<file path="src/rtl/core/mbe_pkg.sv">
// Shared types, constants and saturating helpers for the multibrot escape-time block.
package mbe_pkg;

    localparam int FRAC_BITS = 56;
    localparam int MAX_POWER = 8;
    localparam int ITER_BITS = 16;
    localparam int CFG_IDX_W = 3;

    localparam logic signed [63:0] FX_MAX = {1'b0, {63{1'b1}}};
    localparam logic signed [63:0] FX_MIN = {1'b1, {63{1'b0}}};
    localparam logic signed [63:0] FX_ONE = 64'sd1 <<< FRAC_BITS;

    // Configuration register indexes
    localparam logic [CFG_IDX_W-1:0] REG_POWER       = 3'd0;
    localparam logic [CFG_IDX_W-1:0] REG_MAX_ITER    = 3'd1;
    localparam logic [CFG_IDX_W-1:0] REG_BAILOUT_SQ  = 3'd2;
    localparam logic [CFG_IDX_W-1:0] REG_PIXEL_MODE  = 3'd3;
    localparam logic [CFG_IDX_W-1:0] REG_FIXED_RE    = 3'd4;
    localparam logic [CFG_IDX_W-1:0] REG_FIXED_IM    = 3'd5;
    localparam logic [CFG_IDX_W-1:0] REG_DERIV_EN    = 3'd6;

    typedef struct packed {
        logic signed [63:0] pixel_re;
        logic signed [63:0] pixel_im;
    } in_t;

    typedef struct packed {
        logic [15:0]        step_count;
        logic               escaped;
        logic               overflowed;
        logic signed [63:0] final_re;
        logic signed [63:0] final_im;
        logic signed [63:0] deriv_re;
        logic signed [63:0] deriv_im;
    } out_t;

    typedef struct packed {
        logic [3:0]         power;
        logic [15:0]        max_iter;
        logic [62:0]        bailout_sq;
        logic               pixel_mode;
        logic signed [63:0] fixed_re;
        logic signed [63:0] fixed_im;
        logic               derivative_enable;
    } cfg_t;

    typedef struct packed {
        logic               go;
        logic signed [63:0] a;
        logic signed [63:0] b;
    } mul_req_t;

    typedef struct packed {
        logic               done;
        logic [127:0]       prod;
        logic signed [63:0] fx;
        logic               ovf;
    } mul_rsp_t;

    typedef struct packed {
        logic               ovf;
        logic signed [63:0] val;
    } sat_t;

    function automatic sat_t fx_add(input logic signed [63:0] a, input logic signed [63:0] b);
        sat_t r;
        logic signed [63:0] s;
        s = a + b;
        r.val = s;
        r.ovf = 1'b0;
        if (a[63] == b[63] && s[63] != a[63]) begin
            r.ovf = 1'b1;
            r.val = a[63] ? FX_MIN : FX_MAX;
        end
        return r;
    endfunction

    function automatic sat_t fx_sub(input logic signed [63:0] a, input logic signed [63:0] b);
        sat_t r;
        logic signed [63:0] s;
        s = a - b;
        r.val = s;
        r.ovf = 1'b0;
        if (a[63] != b[63] && s[63] != a[63]) begin
            r.ovf = 1'b1;
            r.val = a[63] ? FX_MIN : FX_MAX;
        end
        return r;
    endfunction

endpackage

</file>
<file path="src/rtl/core/mbe_core.sv">
// Sequencer that runs the escape-time iteration on the shared multiplier.
module mbe_core (
    input  logic              clk,
    input  logic              rst_n,
    input  logic              go,
    input  mbe_pkg::in_t      pixel,
    input  mbe_pkg::cfg_t     cfg,
    output logic              busy,
    output logic              fin,
    output mbe_pkg::out_t     res,
    output mbe_pkg::mul_req_t mreq,
    input  mbe_pkg::mul_rsp_t mrsp
);
    import mbe_pkg::*;

    typedef enum logic [8:0] {
        S_IDLE     = 9'b000000001,
        S_SQ_GO    = 9'b000000010,
        S_SQ_WAIT  = 9'b000000100,
        S_EVAL     = 9'b000001000,
        S_MUL_GO   = 9'b000010000,
        S_MUL_WAIT = 9'b000100000,
        S_COMB     = 9'b001000000,
        S_DADD     = 9'b010000000,
        S_DFIN     = 9'b100000000
    } state_t;

    typedef enum logic [1:0] {
        PH_POW = 2'd0,
        PH_Z   = 2'd1,
        PH_D   = 2'd2
    } phase_t;

    state_t state_reg, state_next;
    phase_t ph_reg, ph_next;
    logic [1:0]  k_reg, k_next;
    logic [3:0]  e_reg, e_next;
    logic [ITER_BITS-1:0] cnt_reg, cnt_next;
    logic ovf_reg, ovf_next;
    logic fin_reg, fin_next;
    logic esc_reg, esc_next;
    logic signed [63:0] zr_reg, zr_next, zi_reg, zi_next;
    logic signed [63:0] cr_reg, cr_next, ci_reg, ci_next;
    logic signed [63:0] dr_reg, dr_next, di_reg, di_next;
    logic signed [63:0] pr_reg, pr_next, pi_reg, pi_next;
    logic signed [63:0] nr_reg, nr_next, ni_reg, ni_next;
    logic signed [63:0] prod_reg [4];
    logic signed [63:0] prod_next [4];
    logic [127:0] sq_reg, sq_next;

    logic [3:0] pw;
    logic [ITER_BITS-1:0] lim;
    logic outside;
    sat_t cre, cim, zre, zim, are, aim, dre;
    logic signed [63:0] yr, yi;

    // Clamp power and step limit
    always_comb
    begin
        if (cfg.power < 4'd2)
            pw = 4'd2;
        else if (cfg.power > 4'(MAX_POWER))
            pw = 4'(MAX_POWER);
        else
            pw = cfg.power;
        lim = cfg.max_iter[ITER_BITS-1:0];
        if (lim == '0)
            lim = ITER_BITS'(1);
    end

    assign outside = (|sq_reg[127:FRAC_BITS+64])
                  || (sq_reg[FRAC_BITS+63:FRAC_BITS] > {1'b0, cfg.bailout_sq});

    // Complex product combine, constant add, derivative add
    always_comb
    begin
        cre = fx_sub(prod_reg[0], prod_reg[1]);
        cim = fx_add(prod_reg[2], prod_reg[3]);
        zre = fx_add(cre.val, cr_reg);
        zim = fx_add(cim.val, ci_reg);
        are = fx_add(dr_reg, pr_reg);
        aim = fx_add(di_reg, pi_reg);
        dre = fx_add(dr_reg, FX_ONE);
    end

    // Multiplier operand selection
    always_comb
    begin
        yr = (ph_reg == PH_D) ? dr_reg : zr_reg;
        yi = (ph_reg == PH_D) ? di_reg : zi_reg;
        mreq.go = (state_reg == S_MUL_GO) || (state_reg == S_SQ_GO);
        mreq.a  = pr_reg;
        mreq.b  = yr;
        if (state_reg == S_SQ_GO)
        begin
            mreq.a = k_reg[0] ? zi_reg : zr_reg;
            mreq.b = k_reg[0] ? zi_reg : zr_reg;
        end
        else
        begin
            case (k_reg)
                2'd0:    begin mreq.a = pr_reg; mreq.b = yr; end
                2'd1:    begin mreq.a = pi_reg; mreq.b = yi; end
                2'd2:    begin mreq.a = pr_reg; mreq.b = yi; end
                default: begin mreq.a = pi_reg; mreq.b = yr; end
            endcase
        end
    end

    always_comb
    begin
        state_next = state_reg;
        ph_next  = ph_reg;
        k_next   = k_reg;
        e_next   = e_reg;
        cnt_next = cnt_reg;
        ovf_next = ovf_reg;
        esc_next = esc_reg;
        fin_next = 1'b0;
        zr_next = zr_reg; zi_next = zi_reg;
        cr_next = cr_reg; ci_next = ci_reg;
        dr_next = dr_reg; di_next = di_reg;
        pr_next = pr_reg; pi_next = pi_reg;
        nr_next = nr_reg; ni_next = ni_reg;
        sq_next = sq_reg;
        for (int i = 0; i < 4; i++)
            prod_next[i] = prod_reg[i];

        case (state_reg)
            S_IDLE:
            begin
                if (go)
                begin
                    // load operands by mode
                    if (cfg.pixel_mode)
                    begin
                        zr_next = pixel.pixel_re; zi_next = pixel.pixel_im;
                        cr_next = cfg.fixed_re;   ci_next = cfg.fixed_im;
                        dr_next = FX_ONE;
                    end
                    else
                    begin
                        cr_next = pixel.pixel_re; ci_next = pixel.pixel_im;
                        zr_next = cfg.fixed_re;   zi_next = cfg.fixed_im;
                        dr_next = '0;
                    end
                    di_next  = '0;
                    cnt_next = '0;
                    ovf_next = 1'b0;
                    esc_next = 1'b0;
                    k_next   = '0;
                    state_next = S_SQ_GO;
                end
            end
            S_SQ_GO:
                state_next = S_SQ_WAIT;
            S_SQ_WAIT:
            begin
                if (mrsp.done)
                begin
                    if (k_reg[0])
                    begin
                        sq_next = sq_reg + mrsp.prod;
                        state_next = S_EVAL;
                    end
                    else
                    begin
                        sq_next = mrsp.prod;
                        k_next  = 2'd1;
                        state_next = S_SQ_GO;
                    end
                end
            end
            S_EVAL:
            begin
                if (ovf_reg || outside)
                begin
                    esc_next = 1'b1;
                    fin_next = 1'b1;
                    state_next = S_IDLE;
                end
                else if (cnt_reg != '0 && cnt_reg >= lim)
                begin
                    fin_next = 1'b1;
                    state_next = S_IDLE;
                end
                else
                begin
                    // begin a step
                    ovf_next = 1'b0;
                    pr_next = zr_reg; pi_next = zi_reg;
                    e_next  = 4'd2;
                    ph_next = (pw > 4'd2) ? PH_POW : PH_Z;
                    k_next  = '0;
                    state_next = S_MUL_GO;
                end
            end
            S_MUL_GO:
                state_next = S_MUL_WAIT;
            S_MUL_WAIT:
            begin
                if (mrsp.done)
                begin
                    prod_next[k_reg] = mrsp.fx;
                    if (ph_reg != PH_D)
                        ovf_next = ovf_reg | mrsp.ovf;
                    k_next = k_reg + 2'd1;
                    state_next = (k_reg == 2'd3) ? S_COMB : S_MUL_GO;
                end
            end
            S_COMB:
            begin
                k_next = '0;
                case (ph_reg)
                    PH_POW:
                    begin
                        pr_next = cre.val; pi_next = cim.val;
                        ovf_next = ovf_reg | cre.ovf | cim.ovf;
                        e_next = e_reg + 4'd1;
                        if (e_reg + 4'd1 >= pw)
                            ph_next = PH_Z;
                        state_next = S_MUL_GO;
                    end
                    PH_Z:
                    begin
                        nr_next = zre.val; ni_next = zim.val;
                        ovf_next = ovf_reg | cre.ovf | cim.ovf | zre.ovf | zim.ovf;
                        if (cfg.derivative_enable)
                        begin
                            ph_next = PH_D;
                            state_next = S_MUL_GO;
                        end
                        else
                        begin
                            // commit the step
                            zr_next = zre.val; zi_next = zim.val;
                            cnt_next = cnt_reg + ITER_BITS'(1);
                            state_next = S_SQ_GO;
                        end
                    end
                    default:
                    begin
                        // hold the term in the power registers, sum from zero
                        pr_next = cre.val; pi_next = cim.val;
                        dr_next = '0; di_next = '0;
                        e_next  = '0;
                        state_next = S_DADD;
                    end
                endcase
            end
            S_DADD:
            begin
                dr_next = are.val; di_next = aim.val;
                e_next  = e_reg + 4'd1;
                if (e_reg + 4'd1 >= pw)
                    state_next = S_DFIN;
            end
            S_DFIN:
            begin
                if (!cfg.pixel_mode)
                    dr_next = dre.val;
                zr_next = nr_reg; zi_next = ni_reg;
                cnt_next = cnt_reg + ITER_BITS'(1);
                k_next = '0;
                state_next = S_SQ_GO;
            end
            default:
                state_next = S_IDLE;
        endcase
    end

    always_ff @(posedge clk or negedge rst_n)
    begin
        if (!rst_n)
        begin
            state_reg <= S_IDLE;
            fin_reg   <= 1'b0;
        end
        else
        begin
            state_reg <= state_next;
            fin_reg   <= fin_next;
        end
    end

    always_ff @(posedge clk)
    begin
        ph_reg  <= ph_next;
        k_reg   <= k_next;
        e_reg   <= e_next;
        cnt_reg <= cnt_next;
        ovf_reg <= ovf_next;
        esc_reg <= esc_next;
        zr_reg <= zr_next; zi_reg <= zi_next;
        cr_reg <= cr_next; ci_reg <= ci_next;
        dr_reg <= dr_next; di_reg <= di_next;
        pr_reg <= pr_next; pi_reg <= pi_next;
        nr_reg <= nr_next; ni_reg <= ni_next;
        sq_reg <= sq_next;
        for (int i = 0; i < 4; i++)
            prod_reg[i] <= prod_next[i];
    end

    assign busy = (state_reg != S_IDLE) || fin_reg;
    assign fin  = fin_reg;
    assign res.step_count = 16'(cnt_reg);
    assign res.escaped    = esc_reg;
    assign res.overflowed = ovf_reg;
    assign res.final_re   = zr_reg;
    assign res.final_im   = zi_reg;
    assign res.deriv_re   = dr_reg;
    assign res.deriv_im   = di_reg;

endmodule

</file>
<file path="config.mk">
export PLATFORM = sky130hd
export DESIGN_NAME = mbe_core
export DESIGN_NICKNAME = d
export VERILOG_FILES = /design/src/rtl/core/mbe_pkg.sv /design/src/rtl/core/mbe_core.sv
export SDC_FILE = /design/constraint.sdc
export NUM_CORES = 2
export LEC_CHECK = 0
export BUFFER_PORTS_ARGS = -buffer_cell sky130_fd_sc_hd__buf_4
export CAP_MARGIN = 25
export CORE_MARGIN = 2
export CORE_UTILIZATION = 40
export DETAILED_ROUTE_END_ITERATION = 10
export GPL_TIMING_DRIVEN = 0
export PLACE_DENSITY_LB_ADDON = 0.08
export SLEW_MARGIN = 0
export SYNTH_ARGS = -nofsm -noshare
export SYNTH_HDL_FRONTEND = slang
export SYNTH_SLANG_ARGS = --single-unit
export TNS_END_PERCENT = 10
</file>
<file path="constraint.sdc">
create_clock -name clk -period 54.8 [get_ports clk]
set_input_delay 10.96 -clock clk [delete_from_list [all_inputs] [get_ports clk]]
set_output_delay 10.96 -clock clk [all_outputs]
set_load 0.1 [all_outputs]
</file>
==> out/summary.log <==
qor: timing.fmaxAchievable 0.0543 GHz
qor: floorplanning.io_pins 943
qor: timing.min_period_over_period 0.336
qor: setup_path.crit_path_cells clkbuf_1, clkbuf_1, buf_8, inv_1, buf_1, ha_1, o21bai_1, clkbuf_1, buf_8, clkbuf_1, o22a_1, a21oi_1, buf_4
qor: timing.final.setup_skew 36.5 ps
qor: cts.cts_hold_buffers 0
qor: pwr.internal_dissipation 2.35 mW
qor: timing.setup_viol 0
qor: setup_path.crit_arrival 7470 ps
qor: logic_synthesis.postSynth.asyncResetShare 0.00943
qor: timing.totalNegativeSetupSlack 0 ps
qor: placement.post-place-cells 12.0k
qor: cts.postCtsSetupBuffers 0
qor: timing.tightest_slew 1230 ps
qor: pwr.peakVddDrop 119 uV
qor: pwr.p_sw 2.94 mW
qor: logic_synthesis.ys_warn_count 0
qor: setup_path.timing.reg2reg.setup_slack 39,730 ps
qor: cts.clock-root-buffer sky130_fd_sc_hd__clkbuf_16
qor: flow_run.maxCapViolations 0
qor: floorplanning.floorplan.die.width 450 um
qor: setup_path.path_delay_family buffers and inverters
qor: logic_synthesis.yosys.area.top_type_share 0.396
qor: cts.worst_skew_pair.late_latency 810 ps
qor: pwr.p_comb_frac 0.569
qor: logic_synthesis.synth_area 79,600 um^2
qor: setup_path.cp_max_fo 11
qor: cts.post_cts_resize_count 0
qor: timing.post-route-min-period 18,430 ps
qor: cells_and_area.largest_reg_flops 256
qor: logic_synthesis.synthTopCellsByCount sky130_fd_sc_hd__edfxtp_1 (1,050), sky130_fd_sc_hd__a21oi_1 (910), sky130_fd_sc_hd__nand2_1 (805)
qor: placement.place_congestion 1.07
qor: cells_and_area.instances_no_fill 12.3k
qor: global_route.initial_antenna_violation_count 25
qor: min_path.hold_path.startpoint nr_reg[11]
qor: pwr.sw_frac_of_total 0.555
qor: floorplanning.floorplan.initialDensity 0.403
qor: pwr.powerDensity 55.3 nW/um^2
qor: setup_path.cp-end-kind output port
qor: cells_and_area.final_instance_area 95,800 um^2
qor: setup_path.worstPathBufferInverterCount 9
qor: floorplanning.die_h 450 um
qor: placement.count_of_buffers_from_port_buffering 941
qor: setup_path.crit_type reg2out
qor: setup_path.crit_start k_reg[0]
qor: setup_path.cp_slowest_stage_delay 1090 ps
qor: logic_synthesis.synth.net_count 9,504
qor: setup_path.slowest_stage sky130_fd_sc_hd__edfxtp_1
qor: placement.detailed_place.area 91,200 um^2
qor: logic_synthesis.netlist.top_cell.by_area sky130_fd_sc_hd__edfxtp_1
qor: global_route.gr-total-overflow 0
qor: floorplanning.floorplan.die_area 203,000 um^2
qor: setup_path.crit_path_frequent_cell sky130_fd_sc_hd__clkbuf_1
qor: cts.tritoncts done
qor: floorplanning.num_rows 163
qor: pwr.clock_power_share 0.173
qor: cts.cts_inserted_buffers 136
qor: global_route.vias_in_the_first_global_route 71.1k
qor: pwr.fin_total_pwr 5.30 mW
qor: logic_synthesis.synth_most_common_cell sky130_fd_sc_hd__edfxtp_1
qor: detailed_routing.drt-total-wl 384,000 um
qor: logic_synthesis.synth.ff_latch_count 1,060
qor: placement.place_hpwl 322,000 um
qor: timing.fin_ws 36,370 ps
qor: cells_and_area.syn_to_final_growth 20.3%
qor: detailed_routing.drt_iter0_markers 8,169
qor: setup_path.r2r-start prod_reg[0][7]
qor: global_route.grt_pass1_wl 526,000 um
qor: detailed_routing.route.detailed.drc 0
qor: logic_synthesis.synth_top_area_cells sky130_fd_sc_hd__edfxtp_1 (40%), sky130_fd_sc_hd__ha_1 (9.4%), sky130_fd_sc_hd__a21oi_1 (5.7%), sky130_fd_sc_hd__mux2_2 (4.3%), sky130_fd_sc_hd__o21ai_0 (3.9%)
qor: logic_synthesis.synthFlopType sky130_fd_sc_hd__edfxtp_1
qor: logic_synthesis.postSynthAreaPerCell 9.52 um^2
qor: cts.cts_num_sinks 1,060
qor: global_route.globalRouteTotalUtil 0.365
qor: floorplanning.coreArea 198,000 um^2
qor: cts.htree_num_levels 4
qor: detailed_routing.avgRoutedWirePerCell 31.3 um
qor: min_path.hp-class reg2reg
qor: pwr.cellLeakagePower 39.6 nW
qor: pwr.seq_power_share 0.258
qor: placement.pre_cts_slack 36,940 ps
qor: timing.timing.slew.headroom 0.169
qor: setup_path.setup.worst_path.start_class register
qor: detailed_routing.viasPerCell 5.98
qor: timing.hold_slack 524 ps
qor: timing.grt_setup_unrepaired false
qor: global_route.grt_start_max_net_pins 62
qor: timing.slew_violations 0
qor: logic_synthesis.seq_area_frac_synth 0.399
qor: cells_and_area.final_nets 10.7k
qor: cells_and_area.final_layout_size_suffix_gt1_frac 0.167
qor: logic_synthesis.synth.distinct_cells 84
qor: timing.final-hold-violation-count 0
qor: run_status.result_of_the_run completed
qor: cts.cts.reportedPaths.clkPinSlew 60 ps
qor: detailed_routing.ant_nets 0
qor: logic_synthesis.synth-edff-count 1,050
qor: detailed_routing.drt_first_pass_iters 6
qor: logic_synthesis.cells_after_synth 8,359
qor: cts.clock_tree.buffer_depth 3
qor: setup_path.required_time_worst_endpoint 43,840 ps
qor: detailed_routing.total_via_count_in_the_routed_design 73.4k
qor: cells_and_area.final_core_utilization 0.485
[tightest hold or removal path, cell delays in order (launching register included)]
cell and delay, ps:
sky130_fd_sc_hd__edfxtp_1 320, sky130_fd_sc_hd__a21oi_1 50, sky130_fd_sc_hd__nand2_1 50
[metal layers]
metal / wire (um) / track usage / share of wire
met1: 150000 / 0.451 / 0.39
met2: 176000 / 0.591 / 0.46
met3: 27200 / 0.0518 / 0.071
met4: 30900 / 0.250 / 0.080
met5: 22 / 0 / 0.000057
[path summary, 6_finish.rpt]
kind                                endpoint  cells after the start
worst max register to register    zr_reg[45]                     42
worst min-delay path              zr_reg[11]                      2
worst min register to register    zr_reg[11]                      2
min in group asynchronous       state_reg[4]                      1
worst max-delay path                mreq[37]                     13
max in group asynchronous       state_reg[0]                      1
[final cells by class]
type                    count  area (um^2)
inverters                 290         1090
clock buffers             170         3590
diodes                     18         45.0
flip-flops and latches   1060        31800
plain buffers             468         1790
repair buffers           1017         8290
fillers                 18900       102000
well taps                2640         3300
multi-input cells        6541        45000
clock inverters            73          862
[power groups by stage]
stage | combinational (mW) | clock, mW | sequential [mW]
global placement | 2.92 | 0 | 1.41
CTS | 2.97 | 0.926 | 1.35
detailed placement | 2.96 | 0 | 1.37
global route | 3.12 | 0.956 | 1.36
finish | 3.01 | 0.915 | 1.37
floorplan | 1.53 | 0 | 1.81
[cell families after synthesis]
family | Yosys count | synth area share
adder cells (fa/ha/maj) | 607 | 0.0964
XOR/XNOR | 496 | 0.0546
AO/OA/AOI/OAI | 2741 | 0.214
flip-flops | 1060 | 0.399
AND/OR/NAND/NOR | 2132 | 0.124
buffers and inverters | 758 | 0.0361
multiplexers | 565 | 0.0759
[cell usage in the layout (no fill, tap or decap), types with 139 or more instances in the layout]
| cell | count |
|---|---|
| sky130_fd_sc_hd__nand2_1 | 805 |
| sky130_fd_sc_hd__buf_4 | 944 |
| sky130_fd_sc_hd__clkbuf_16 | 139 |
| sky130_fd_sc_hd__nor2_1 | 557 |
| sky130_fd_sc_hd__a211oi_1 | 152 |
| sky130_fd_sc_hd__o21ai_0 | 625 |
| sky130_fd_sc_hd__a21o_1 | 381 |
| sky130_fd_sc_hd__edfxtp_1 | 1050 |
| sky130_fd_sc_hd__mux2i_1 | 260 |
| sky130_fd_sc_hd__xnor2_1 | 286 |
| sky130_fd_sc_hd__mux2_2 | 305 |
| sky130_fd_sc_hd__clkbuf_1 | 450 |
| sky130_fd_sc_hd__a21oi_1 | 909 |
| sky130_fd_sc_hd__ha_1 | 597 |
| sky130_fd_sc_hd__xor2_1 | 210 |
| sky130_fd_sc_hd__nand4_1 | 179 |
| sky130_fd_sc_hd__inv_1 | 287 |
(Power assumes the default switching activity.)
